**config.mk**
```make
export PLATFORM = sky130hd
export DESIGN_NAME = vpp_pixel_map
export DESIGN_NICKNAME = d
export VERILOG_FILES = /design/src/hdl/vpp_pkg.sv /design/src/hdl/vpp_pixel_map.sv
export SDC_FILE = /design/constraint.sdc
export NUM_CORES = 1
export LEC_CHECK = 0
export ABC_AREA = 1
export BUFFER_PORTS_ARGS = -buffer_cell sky130_fd_sc_hd__buf_2
export CAP_MARGIN = 20
export CORE_UTILIZATION = 65
export DETAILED_ROUTE_END_ITERATION = 16
export HOLD_SLACK_MARGIN = 0.02
export PLACE_DENSITY = 0.91
export SLEW_MARGIN = 5
export SYNTH_ARGS = -nofsm -noshare
export SYNTH_HDL_FRONTEND = slang
export SYNTH_SLANG_ARGS = --single-unit
```
**constraint.sdc**
```tcl
create_clock -name clock -period 9.4 [get_ports clock]
set_clock_uncertainty 0.15 [all_clocks]
set_input_delay 0.47 -clock clock [delete_from_list [all_inputs] [get_ports clock]]
set_output_delay 0.47 -clock clock [all_outputs]
set_load 0.02 [all_outputs]
```
**src/hdl/vpp_pkg.sv**
```systemverilog
// Shared types and constants for the vertex projection pipeline.
// No dependencies; every other file in the block imports this package.
package vpp_pkg;

   localparam int COORD_W = 32;
   localparam int COEF_REG_W = 64;
   localparam int SCREEN_REG_W = 13;
   localparam int CSR_W = 64;
   localparam int CSR_IDX_W = 3;
   localparam int PROJ_W = 48;
   localparam int SUM_W = 66;

   localparam logic [CSR_IDX_W-1:0] CSR_COEF_X_XY = 3'd0;
   localparam logic [CSR_IDX_W-1:0] CSR_COEF_X_ZT = 3'd1;
   localparam logic [CSR_IDX_W-1:0] CSR_COEF_Y_XY = 3'd2;
   localparam logic [CSR_IDX_W-1:0] CSR_COEF_Y_ZT = 3'd3;
   localparam logic [CSR_IDX_W-1:0] CSR_COEF_W_XY = 3'd4;
   localparam logic [CSR_IDX_W-1:0] CSR_COEF_W_ZT = 3'd5;
   localparam logic [CSR_IDX_W-1:0] CSR_SCREEN_W = 3'd6;
   localparam logic [CSR_IDX_W-1:0] CSR_SCREEN_H = 3'd7;

   // Status that travels with the two quotients into the screen mapper.
   typedef struct packed {
      logic behind;
      logic col_overflow;
      logic row_overflow;
   } vpp_map_status_type;

   // Flags of one finished result.
   typedef struct packed {
      logic behind_camera;
      logic on_screen;
   } vpp_flags_type;

endpackage

```
**src/hdl/vpp_pixel_map.sv**
```systemverilog
// Maps the two quotients to a pixel column, row and address, with screen tests.
// Depends on vpp_pkg. Two register stages.
module vpp_pixel_map #(
   parameter int MAX_DIM_BITS = 12
) (
   input  logic                             clock,
   input  logic                             en,
   input  logic signed [MAX_DIM_BITS+2:0]   quo_col,
   input  logic signed [MAX_DIM_BITS+2:0]   quo_row,
   input  vpp_pkg::vpp_map_status_type      status,
   input  logic [MAX_DIM_BITS:0]            dim_w,
   input  logic [MAX_DIM_BITS:0]            dim_h,
   output logic [MAX_DIM_BITS-1:0]          column,
   output logic [MAX_DIM_BITS-1:0]          row,
   output logic [2*MAX_DIM_BITS-1:0]        pixel_address,
   output vpp_pkg::vpp_flags_type           flags
);
   import vpp_pkg::*;

   localparam int DIM_W = MAX_DIM_BITS + 1;
   localparam int POS_W = DIM_W + 3;

   logic signed [POS_W-1:0] col_pos, row_pos;
   logic col_in_range, row_in_range, on_in;
   logic [MAX_DIM_BITS-1:0] col_ff, row_ff;
   logic on_ff, behind_ff;
   logic [MAX_DIM_BITS-1:0] column_ff, row_out_ff;
   logic [2*MAX_DIM_BITS-1:0] addr_ff;
   vpp_flags_type flags_ff;

   always_comb begin
      col_pos = POS_W'(quo_col) + $signed({1'b0, dim_w >> 1});
      row_pos = POS_W'(quo_row) + $signed({1'b0, dim_h >> 1});
      col_in_range = !col_pos[POS_W-1] && (col_pos[POS_W-2:0] < (POS_W-1)'(dim_w));
      row_in_range = !row_pos[POS_W-1] && (row_pos[POS_W-2:0] < (POS_W-1)'(dim_h));
      on_in = !status.behind && !status.col_overflow && !status.row_overflow
            && col_in_range && row_in_range;
   end

   always_ff @(posedge clock) begin
      if (en) begin
         col_ff    <= col_pos[MAX_DIM_BITS-1:0];
         row_ff    <= row_pos[MAX_DIM_BITS-1:0];
         on_ff     <= on_in;
         behind_ff <= status.behind;
      end
   end

   always_ff @(posedge clock) begin
      if (en) begin
         column_ff  <= on_ff ? col_ff : '0;
         row_out_ff <= on_ff ? row_ff : '0;
         addr_ff    <= on_ff ? (2*MAX_DIM_BITS)'(row_ff) * (2*MAX_DIM_BITS)'(dim_w)
                               + (2*MAX_DIM_BITS)'(col_ff)
                             : '0;
         flags_ff.on_screen     <= on_ff;
         flags_ff.behind_camera <= behind_ff;
      end
   end

   assign column        = column_ff;
   assign row           = row_out_ff;
   assign pixel_address = addr_ff;
   assign flags         = flags_ff;

endmodule

```
-- Word level (Yosys, flattened, before mapping)
Index checks and enable logic that the tools add are counted.
- $add $sub $neg: 3
- $mul: 1
- $lt $le $gt $ge: 2
- reduce and logical (&&, ||, !) cells: 11
- operators by type and width (cell ; number):
    15-bit by 13-bit adder with 16-bit output ; 2
    15-bit by 13-bit less-than comparator with 1-bit output ; 2
    24-bit by 12-bit adder with 24-bit output ; 1
    12-bit by 13-bit multiplier with 24-bit output ; 1
    1-bit logical AND ; 6
    1-bit logical NOT ; 5
- output and inout bits: 50
- bits in registers: 76

-- Logic depth before layout (Yosys ltp)
- word-level depth: 5
- mapped depth: 24
- depth with buffers taken out: 23

-- Least setup slack after synthesis
OpenSTA, ideal clock, no wires.
- path kind: input-to-reg
- start: input dim_w[11]
- end: register addr_ff[20], in the netlist pixel_address[20] (data pin)
- cell stages on the path: 19
- setup time: 253 ps
- data required time: 8997 ps
- setup slack: 4380 ps
- data arrival time: 4617 ps
- path through: clkbuf_1 > nand2_1 > fa_1 > fa_1 > inv_1 > fa_1 > fa_1 > inv_1 > fa_1 > inv_1 > ha_1 > nand2_2 > inv_1 > nand2_1 > nand2_1 > a211oi_1 > nand3_1 > nor2_1 > nor2_1
- word-level cells in the longest chain between the ends: 2
- ends and longest elaborated chain (item ; line ; text):
    start, declared ; vpp_pixel_map.sv:11 ; input logic [MAX_DIM_BITS:0] dim_w,
    12-bit by 13-bit multiplier with 24-bit output ; vpp_pixel_map.sv:53 ; addr_ff <= on_ff ? (2*MAX_DIM_BITS)'(row_ff) * (2*MAX_DIM_BITS)'(dim_w)
    24-bit by 12-bit adder with 24-bit output ; vpp_pixel_map.sv:54 ; + (2*MAX_DIM_BITS)'(col_ff)
    end signal, assigned ; vpp_pixel_map.sv:53 ;
    end, declared ; vpp_pixel_map.sv:28 ; logic [2*MAX_DIM_BITS-1:0] addr_ff;
No other way between the ends.
A chain may end at the register's enable or synchronous reset.

-- Worst setup path after layout
- start: register row_ff[5]
- end: register addr_ff[20], in the netlist pixel_address[20] (data pin)
- word-level cells in the longest chain between the ends: 2
- ends and longest elaborated chain (item ; line ; text):
    start, declared ; vpp_pixel_map.sv:25 ; logic [MAX_DIM_BITS-1:0] col_ff, row_ff;
    start signal, assigned ; vpp_pixel_map.sv:43 ; row_ff <= row_pos[MAX_DIM_BITS-1:0];
    12-bit by 13-bit multiplier with 24-bit output ; vpp_pixel_map.sv:53 ;
    24-bit by 12-bit adder with 24-bit output ; vpp_pixel_map.sv:54 ;
No other way between the ends.

==> summary.txt <==
gr ovfl total: 0
Setup crit end: pixel_address[20]
fin crit period: 5.46 ns
most common cell after layout, fill and taps aside: inv_1
CTS Hold Bufs: 0
most frequent cells in the layout: inv_1, nand2_1, fa_1, ha_1, buf_2
Synth Instances: 1285
first-pass GRT wire length: 39800 um
Final period util: 0.581
Worst-path clk slew: 0.06 ns
# H-tree levels: 3
post-synthesis register bit count: 76
share of the synthesized area in the top cell type: 0.236
sequential fraction of the synthesis area: 0.221
WHS: 0.149 ns
R2R Setup Slk: 3.94 ns
DR vias: 8525
yosys warns: 0
Vert. Die Dim: 128 um
RSZ-0062 raised after global routing: false
dominant cells by area after synthesis: fa_1, edfxtp_1, ha_1, inv_1, nand2_1
# DRC: 0
count of cell types in the netlist: 38
CP bufs+invs: 4
Critical Path End Type: flip-flop
worst-path maximum fanout: 14
GPL Wtd Cong: 0.924
R2R Path End: pixel_address[20]
TritonCTS clock tree: done
initial antenna violation count: 0
Setup TNS: 0 ns
Post-Route Utilization: 0.740
fin. max-slew vios: 0
HPWL after detailed placement: 18700 um
CP Launch Point: row_ff[5]
number of global-route vias before repair: 8797
1st-iter DRT viols: 638
nets: 1676
max cap viols: 0
# rows: 45
Async SR Flop Fraction: 0
worst slew pin tran: 0.961 ns
Post-synth EDFFs: 76
clk_lat worst skew: 0.36 ns
First-pass DRT Iterations: 7
Post-Syn Area: 10300 sq um
DIE AREA: 16400 sq um
slowest stage cell, crit path: edfxtp_1
worst path cell trace: nand2_1 -> fa_1 -> fa_1 -> inv_1 -> fa_1 -> fa_1 -> inv_1 -> fa_1 -> inv_1 -> ha_1 -> nand2_2 -> inv_1 -> nand2_1 -> nand2_1 -> a211oi_1 -> nand3_1 -> nor2_1 -> nor2_1
Crit Path Category: flip-flop to flip-flop
CP most frequent cell: fa_1
critical path depth in cells: 18
FF-to-FF Start: row_ff[5]
status: completed
die width: 128 um
final hold vios: 0
root buffer cell: clkbuf_16
f_max: 183 MHz
core area: 15400 sq um
share of cells above drive strength 1: 0.117
Fillers: 1105
Area growth, synth to finish: 9.97%
leading area contributor after synthesis: fa_1
# setup viols final: 0
CTS Buf Count: 9
GR Util All Layers: 0.316
wire per inst: 14.7 um
post-cts repair resize count: 0
setup bufs post-CTS: 0
ANT cells: 0
largest net degree at the start of global routing: 77
Req. time, crit path: 9.36 ns
Clock Path Buffers: 2
I/O pin cnt: 111
CP arrival: 5.42 ns
type of origin of the critical path: flip-flop
CTS Sinks: 76
CP delay by family, top: adder cells
Avg Cell Area, Syn: 8.05 sq um
Initial Utilization: 0.673
Post-Layout Inst Area: 11400 sq um
slowest stage delay, CP: 0.76 ns
Post-DP Area: 11000 sq um
Post-synth top flop: edfxtp_1
Max-slew headroom: 0.359
PortBufs: 110
HP Class: input pin to flip-flop
post-route ant nets: 0
syn_nets: 1584
WL final: 23400 um
via/cell ratio: 5.35
R2R depth: 18
[how the worst min path moves through the flow]
stage | from | to | slack, ns | cells after the start
after detailed placement | behind_ff | flags[1] | 0.26 | 0
after floorplan | behind_ff | flags[1] | 0.25 | 0
final | status[2] | behind_ff | 0.15 | 1
after global routing | status[2] | behind_ff | 0.15 | 1
after CTS | status[2] | behind_ff | 0.14 | 1
after global placement | behind_ff | flags[1] | 0.25 | 0
[metrics by stage]
step / cells / worst slack (ns)
floorplan: 1285 / 4.38
finish: 1593 / 3.94
CTS: 1593 / 4.03
global route: 1593 / 3.65
detailed placement: 1577 / 3.96
global placement: 1577 / 3.99
[kinds of logic (layout without fill, tap and decap cells)]
logic type,after synthesis,after routing,share of synthesized area
flops,76,76,0.221
fa+ha+maj,238,238,0.377
simple gates,449,449,0.179
buf+inv,392,489,0.143
xor+xnor,26,26,0.0220
compound gates,104,104,0.0581
[layout make-up]
cell class,count,area [sq um],area share
clock buffer,9,225,0.0198
clock inverter,7,104,0.00913
inverter,362,1360,0.119
multi-input combinational,817,6580,0.578
sequential,76,2280,0.201
tap,211,264,0.0232
timing repair buffer,111,561,0.0493
[metal layers]
| metal | vias up | track usage | part of all wire |
|---|---|---|---|
| met1 | 3981 | 0.363 | 0.37 |
| met5 | - | 0 | 0 |
| li1 | 4050 | - | - |
| met3 | 96 | 0.0526 | 0.072 |
| met4 | 0 | 0.210 | 0.057 |
| met2 | 398 | 0.543 | 0.50 |
[registers in the layout, summed over array words and instances (netlist names)]
signal	cells
pixel_address	24
row_ff	12
behind_ff	1
column	12
row	12
on_ff	1
flags	2
col_ff	12
[cells in the mapped netlist (9+ instances only)]
library cell / count
ha_1: 116
fa_1: 122
nand3_1: 28
a21oi_1: 53
nand4_1: 9
inv_1: 359
nand2_1: 331
o21ai_0: 15
xor2_1: 18
nand2_2: 13
edfxtp_1: 76
nor2_1: 46
clkbuf_1: 29
Power is left out: the tool's default activity adds up to more than one toggle a clock period on the data nets, which glitch-free logic cannot reach.
