==> src/hdl/vpp_pkg.sv <==
// Shared types and constants for the vertex projection pipeline.
// No dependencies; every other file in the block imports this package.
package vpp_pkg;

   localparam int COORD_W = 32;
   localparam int COEF_REG_W = 64;
   localparam int SCREEN_REG_W = 13;
   localparam int CSR_W = 64;
   localparam int CSR_IDX_W = 3;
   localparam int PROJ_W = 48;
   localparam int SUM_W = 66;

   localparam logic [CSR_IDX_W-1:0] CSR_COEF_X_XY = 3'd0;
   localparam logic [CSR_IDX_W-1:0] CSR_COEF_X_ZT = 3'd1;
   localparam logic [CSR_IDX_W-1:0] CSR_COEF_Y_XY = 3'd2;
   localparam logic [CSR_IDX_W-1:0] CSR_COEF_Y_ZT = 3'd3;
   localparam logic [CSR_IDX_W-1:0] CSR_COEF_W_XY = 3'd4;
   localparam logic [CSR_IDX_W-1:0] CSR_COEF_W_ZT = 3'd5;
   localparam logic [CSR_IDX_W-1:0] CSR_SCREEN_W = 3'd6;
   localparam logic [CSR_IDX_W-1:0] CSR_SCREEN_H = 3'd7;

   // Status that travels with the two quotients into the screen mapper.
   typedef struct packed {
      logic behind;
      logic col_overflow;
      logic row_overflow;
   } vpp_map_status_type;

   // Flags of one finished result.
   typedef struct packed {
      logic behind_camera;
      logic on_screen;
   } vpp_flags_type;

endpackage

==> src/hdl/vpp_floor_div.sv <==
// Pipelined floor division of a signed numerator by a positive denominator.
// Depends on vpp_pkg. One restoring step per stage; flags quotients out of range.
module vpp_floor_div #(
   parameter int NUM_W = 63,
   parameter int DEN_W = 49,
   parameter int QUO_W = 14
) (
   input  logic                    clock,
   input  logic                    en,
   input  logic signed [NUM_W-1:0] num,
   input  logic [DEN_W-1:0]        den,
   output logic signed [QUO_W:0]   quo,
   output logic                    overflow
);
   import vpp_pkg::*;

   logic [NUM_W-1:0] rem_ff [0:QUO_W];
   logic [DEN_W-1:0] den_ff [0:QUO_W];
   logic [QUO_W-1:0] quo_ff [0:QUO_W];
   logic             neg_ff [0:QUO_W];
   logic             ovf_ff [0:QUO_W];
   logic [NUM_W-1:0] mag_in;

   // For a negative numerator, floor(n/d) = ~floor((-n-1)/d), and -n-1 is ~n.
   assign mag_in = num[NUM_W-1] ? ~num : num;

   always_ff @(posedge clock) begin
      if (en) begin
         rem_ff[0] <= mag_in;
         den_ff[0] <= den;
         quo_ff[0] <= '0;
         neg_ff[0] <= num[NUM_W-1];
         ovf_ff[0] <= ({1'b0, mag_in} >= ({(NUM_W + 1)'(den)} << QUO_W));
      end
   end

   for (genvar i = 1; i <= QUO_W; i++) begin : g_step
      logic [NUM_W-1:0] trial;
      logic             fits;
      assign trial = NUM_W'(den_ff[i-1]) << (QUO_W - i);
      assign fits  = rem_ff[i-1] >= trial;
      always_ff @(posedge clock) begin
         if (en) begin
            rem_ff[i] <= fits ? rem_ff[i-1] - trial : rem_ff[i-1];
            den_ff[i] <= den_ff[i-1];
            quo_ff[i] <= quo_ff[i-1] | (QUO_W'(fits) << (QUO_W - i));
            neg_ff[i] <= neg_ff[i-1];
            ovf_ff[i] <= ovf_ff[i-1];
         end
      end
   end

   assign quo      = neg_ff[QUO_W] ? ~$signed({1'b0, quo_ff[QUO_W]})
                                   : $signed({1'b0, quo_ff[QUO_W]});
   assign overflow = ovf_ff[QUO_W];

endmodule

==> config.mk <==
export PLATFORM = sky130hd
export DESIGN_NAME = vpp_floor_div
export DESIGN_NICKNAME = d
export VERILOG_FILES = /design/src/hdl/vpp_pkg.sv /design/src/hdl/vpp_floor_div.sv
export SDC_FILE = /design/constraint.sdc
export NUM_CORES = 2
export LEC_CHECK = 0
export BUFFER_PORTS_ARGS = -buffer_cell sky130_fd_sc_hd__buf_4
export CORE_MARGIN = 2
export CORE_UTILIZATION = 43
export CTS_CLUSTER_DIAMETER = 80
export CTS_CLUSTER_SIZE = 20
export DETAILED_ROUTE_END_ITERATION = 6
export PLACE_DENSITY = 0.71
export SYNTH_ARGS = -nofsm -noshare
export SYNTH_HDL_FRONTEND = slang
export SYNTH_SLANG_ARGS = --single-unit
==> constraint.sdc <==
create_clock -name clock -period 3.9 [get_ports clock]
set_clock_uncertainty 0.05 [all_clocks]
set_input_delay 0.195 -clock clock [delete_from_list [all_inputs] [get_ports clock]]
set_output_delay 0.195 -clock clock [all_outputs]
set_load 0.01 [all_outputs]
# Yosys cells after proc, flatten, opt, wreduce, memory -nomap -nowiden
# Memories as Yosys holds them, arrays and structs flattened.
# Index checks and enable logic that the tools add are counted.
[totals] elab_cells=68 ramBits=1920 output_inout_bits=16 n_memories=5 register_bits=0 in_bits=114
[memory_table] name="rem_ff" words=15 word_bits=63 read_ports=14 rd_clocked_by_memory_dff=0 wr=15 line="vpp_floor_div.sv:17" rtl="logic [NUM_W-1:0] rem_ff [0:QUO_W];"
[memory_table] name="den_ff" words=15 word_bits=49 read_ports=14 rd_clocked_by_memory_dff=0 wr=15 line="vpp_floor_div.sv:18" rtl="logic [DEN_W-1:0] den_ff [0:QUO_W];"
[memory_table] name="quo_ff" words=15 word_bits=14 read_ports=15 rd_clocked_by_memory_dff=0 wr=15 line="vpp_floor_div.sv:19" rtl="logic [QUO_W-1:0] quo_ff [0:QUO_W];"
[memory_table] name="neg_ff" words=15 word_bits=1 read_ports=15 rd_clocked_by_memory_dff=0 wr=15 line="vpp_floor_div.sv:20" rtl="logic neg_ff [0:QUO_W];"
[memory_table] name="ovf_ff" words=15 word_bits=1 read_ports=15 rd_clocked_by_memory_dff=0 wr=15 line="vpp_floor_div.sv:21" rtl="logic ovf_ff [0:QUO_W];"
[classes] bitwise_logic=16 order_cmp=15 addsub=14 muxes=18
[ops] op="$mux 63" count=15
[ops] op="$ge 63x49->1" count=1
[ops] op="$ge 63x50->1" count=1
[ops] op="$ge 63x51->1" count=1
[ops] op="$ge 63x52->1" count=1
[ops] op="$ge 63x53->1" count=1
[ops] op="$ge 63x54->1" count=1
[ops] op="$ge 63x55->1" count=1
[ops] op="$ge 63x56->1" count=1
[ops] op="$ge 63x57->1" count=1
[ops] op="$ge 63x58->1" count=1
[ops] op="$ge 63x59->1" count=1
[ops] op="$ge 63x60->1" count=1
[ops] op="$ge 63x61->1" count=1
[ops] op="$ge 63x62->1" count=1
[ops] op="$ge 63x63->1" count=1
[ops] op="$not 63->63" count=1
[ops] op="$sub 63x49->63" count=1
[ops] op="$sub 63x50->63" count=1
[ops] op="$sub 63x51->63" count=1
[ops] op="$sub 63x52->63" count=1
[ops] op="$sub 63x53->63" count=1
[ops] op="$sub 63x54->63" count=1
[ops] op="$sub 63x55->63" count=1
[ops] op="24 further kinds" count=25

# Longest topological paths before layout
[logic_depth] depth_word=3 depth_mapped=18 depth_no_buf=16

# Least setup slack after synthesis
# OpenSTA, ideal clock, no wires.
[synth_path] path_kind="register -> register" from="mem rem_ff[2][11], in the netlist rem_ff[1][11]" to="mem rem_ff[3][46], in the netlist rem_ff[1][109] (data pin)" synth_period_minus_slack_ps=3671 path_slack_ps=229 arrival_ps=3361 path_buffers=2 stages_incl_launch_ff=18 t_required_ps=3590 setup_time_ps=260 cell_sequence="edfxtp_1 inv_1 ha_1 inv_1 fa_1 a21o_1 a211oi_4 o21ai_2 o311a_1 nor4b_2 o21ai_2 a31oi_4 o22a_1 o21a_1 buf_6 inv_4 buf_6 mux2_4"
[synth_rtl] element="start, declared" line="vpp_floor_div.sv:17"

==> summary.txt <==
Synth
  – Syn Inst Count: 9876
  – Leading post-synthesis cells by cell area: edfxtp_1 50%, ha_1 9.0%, a21oi_1 4.4%
  – Ys flop type: edfxtp_1
  – Yosys top cell area share: 0.500
  – Netlist cell types: 109
  – Synth area leader: edfxtp_1
  – Register area share after synthesis: 0.500
  – Syn Nets: 10700
  – Post-Syn Area per Cell: 10.4 µm²
  – EDFF count, synth: 1702
  – Ys Warns: 0
  – Ys async rst share: 0
  – Synth Register Bits: 1702
  – Synth Cell Area: 0.102 mm²

Layout
  – Final instance area: 0.125 mm²
  – Synth-to-Final Area Change: 22.1%
  – Final #Nets: 12100
  – Reg area: 0.0511 mm²
  – Filler cells: 20800
  – Multi-input logic area: 0.0480 mm²
  – Fin cells: 14500
  – Layout cells sized above 1: 0.193

Critical path
  – Crit Path Category: reg -> reg
  – Critical path capture point type: flip-flop
  – CP Data Required Time: 4.38 ns
  – CP arrival: 4.45 ns
  – Worst-path fanout max: 8
  – Reg-to-reg slack, setup: -0.06 ns
  – Critical Path Source Type: flip-flop

Clock tree
  – Clock slew at reported path FFs: 0.08 ns
  – Num CTS Buffers: 130
  – Latest clock arrival within the worst-skew pair: 0.80 ns
  – Sink Count: 1702
  – CTS Root Cell: clkbuf_16
  – CTS H-Tree Depth: 4
  – CTS tree: done
  – CTS Buffer Depth: 3

Hold path
  – Hold WC Path Type: in -> reg

STA
  – Slew @ Worst Pin: 1.17 ns
  – Fin crit share: 1.02
  – Max Slew Vio Count: 0
  – Hold_ws: 0.0867 ns
  – Slew HR: 0.215
  – RSZ-0062 raised after global routing: true
  – Setup violators final: 42
  – Setup slack after layout: -0.0647 ns
  – Final hold vios: 0
  – Tmin final: 3.96 ns
  – Setup TNS: -1.25 ns
  – Max Fclk: 252 MHz

Place
  – Post-DP HPWL: 231000 µm
  – Post-DP Area: 0.116 mm²
  – Port Buffer Count: 129
  – Dpl cells: 14100
  – Placer Congestion: 0.952

Floorplan
  – Die X: 492 µm
  – IO Pins: 130
  – Die Ht: 492 µm
  – Core area: 0.237 mm²
  – Initial Util: 0.431
  – Full die area: 0.242 mm²
  – Site Rows: 179

Routing
  – Pre-Repair DR Iteration Count: 7
  – Routed WL per cell: 20.1 µm
  – Detail Route Antenna Nets: 0
  – Vias post-DR: 78100
  – Initial DRC count: 4168
  – DR vias/cell: 5.37
  – Routed WL: 293000 µm
  – DRC violations left: 0

Pwr
  – Switch share: 0.389
  – Sequential power share: 0.326
  – Peak VDD IR: 0.000402 V
  – PwrDens: 724 mW/mm²
  – Internal power: 0.0552 W
  – Leakage power: 51.9 nW
  – Clk pwr share: 0.156
  – Psw: 0.0352 W
  – Comb pwr share: 0.518

Global route
  – Initial antenna violation count: 3
  – First-pass GRT wire length: 445000 µm
  – Vias in the first global route: 81200
  – Gr ovfl total: 0
  – Largest net degree at the start of global routing: 132
  – Total track usage: 0.234

Outcome
  – Outcome: finished, violations left
  – Failing checks: setup timing

Run
  – Maxcap violations: 0
-- cells in the mapped netlist, types with 60 or more instances --
| library cell | n |
|---|---|
| nor2_1 | 573 |
| nor2b_1 | 85 |
| buf_2 | 60 |
| mux2_2 | 72 |
| clkbuf_1 | 291 |
| nor4_1 | 70 |
| nand4_1 | 209 |
| o21ai_0 | 736 |
| a21oi_1 | 908 |
| nor3_1 | 142 |
| o21a_1 | 82 |
| a211oi_1 | 62 |
| xor2_1 | 363 |
| inv_1 | 935 |
| xnor2_1 | 379 |
| o21bai_1 | 110 |
| nand2b_1 | 97 |
| a21o_1 | 418 |
| a31oi_1 | 83 |
| nand2_1 | 850 |
| nand3_1 | 169 |
| ha_1 | 734 |
| edfxtp_1 | 1702 |
-- cell usage in the layout (no fill, tap or decap), types with 376 or more instances in the layout --
master / netlist / layout
buf_4: 7 / 1424
edfxtp_1: 1702 / 1702
nand2_1: 850 / 847
o21ai_0: 736 / 708
ha_1: 734 / 719
a21oi_1: 908 / 860
a21o_1: 418 / 417
inv_1: 935 / 927
xnor2_1: 379 / 376
nor2_1: 573 / 520
-- final timing paths --
path                                   start              to  cells after the start
worst max-delay path            rem_ff[5][3]  rem_ff[5][100]                     15
worst min-delay path                 den[26]   den_ff[0][26]                      2
worst max register to register  rem_ff[5][3]  rem_ff[5][100]                     15
worst min register to register     neg_ff[1]       neg_ff[2]                      0
-- logic make-up after synthesis --
group           synth area share
xor+xnor                  0.0635
compound gates             0.170
mux                      0.00941
flops                      0.500
simple gates               0.115
buf+inv                   0.0498
fa+ha+maj                 0.0923
-- state kept, by name (all words and copies together), names as in the netlist --
register	flops
den_ff	686
neg_ff	15
ovf_ff	15
quo_ff	105
rem_ff	881
-- worst max-delay path: stages (launching register included) --
cell,delay [ns]
edfxtp_1,0.39
inv_1,0.08
ha_2,0.17
inv_2,0.04
fa_2,0.41
a211oi_4,0.28
o211ai_2,0.17
a41oi_4,0.30
a211oi_4,0.13
or3_4,0.41
nand4_1,0.26
o21ai_2,0.09
or2_4,0.27
buf_12,0.17
clkbuf_16,0.18
mux2_2,0.27
-- per-stage QoR --
| step | util | setup WS [ns] | power [W] |
|---|---|---|---|
| floorplan | - | 0.229 | 0.0569 |
| global placement | 0.490 | -0.538 | 0.0739 |
| detailed placement | 0.490 | -0.591 | 0.0743 |
| CTS | 0.518 | -0.101 | 0.0894 |
| global route | 0.526 | -0.146 | 0.0965 |
| finish | 0.527 | -0.0647 | 0.0904 |
-- final cells by class --
class                           count  share of cell area
Sequential cell                  1702               0.409
Multi-Input combinational cell   6857               0.384
Timing Repair Buffer             1655               0.111
Tap cell                         3167              0.0317
Inverter                          937              0.0282
Clock buffer                      146              0.0279
Clock inverter                     76             0.00723
Antenna cell                        7            0.000140
-- power groups by stage --
stage          Combinational [W]  Sequential (W)  Clock [W]
6_report                  0.0468          0.0295     0.0141
5_1_grt                   0.0514          0.0299     0.0151
4_1_cts                   0.0454          0.0294     0.0146
3_5_place_dp              0.0446          0.0298          0
3_3_place_gp              0.0442          0.0297          0
2_1_floorplan             0.0284          0.0285          0
-- layer usage --
| layer | GRT usage | wire length [µm] |
|---|---|---|
| met1 | 0.234 | 105000 |
| met2 | 0.454 | 156000 |
| met3 | 0.0203 | 6970 |
| met4 | 0.162 | 24800 |
| met5 | 0 | 0 |
-- repair_timing --
item / in CTS / in global routing
buffers inserted: 25 / 51
endpoints found under the hold margin: 175 / 0
hold buffers: 130 / 0
gates cloned: 6 / 11
setup endpoints to repair: 375 / 449
pin swaps: 39 / 105
gates resized for setup: 118 / 335
Note: power is estimated with default switching activity, not from simulation.
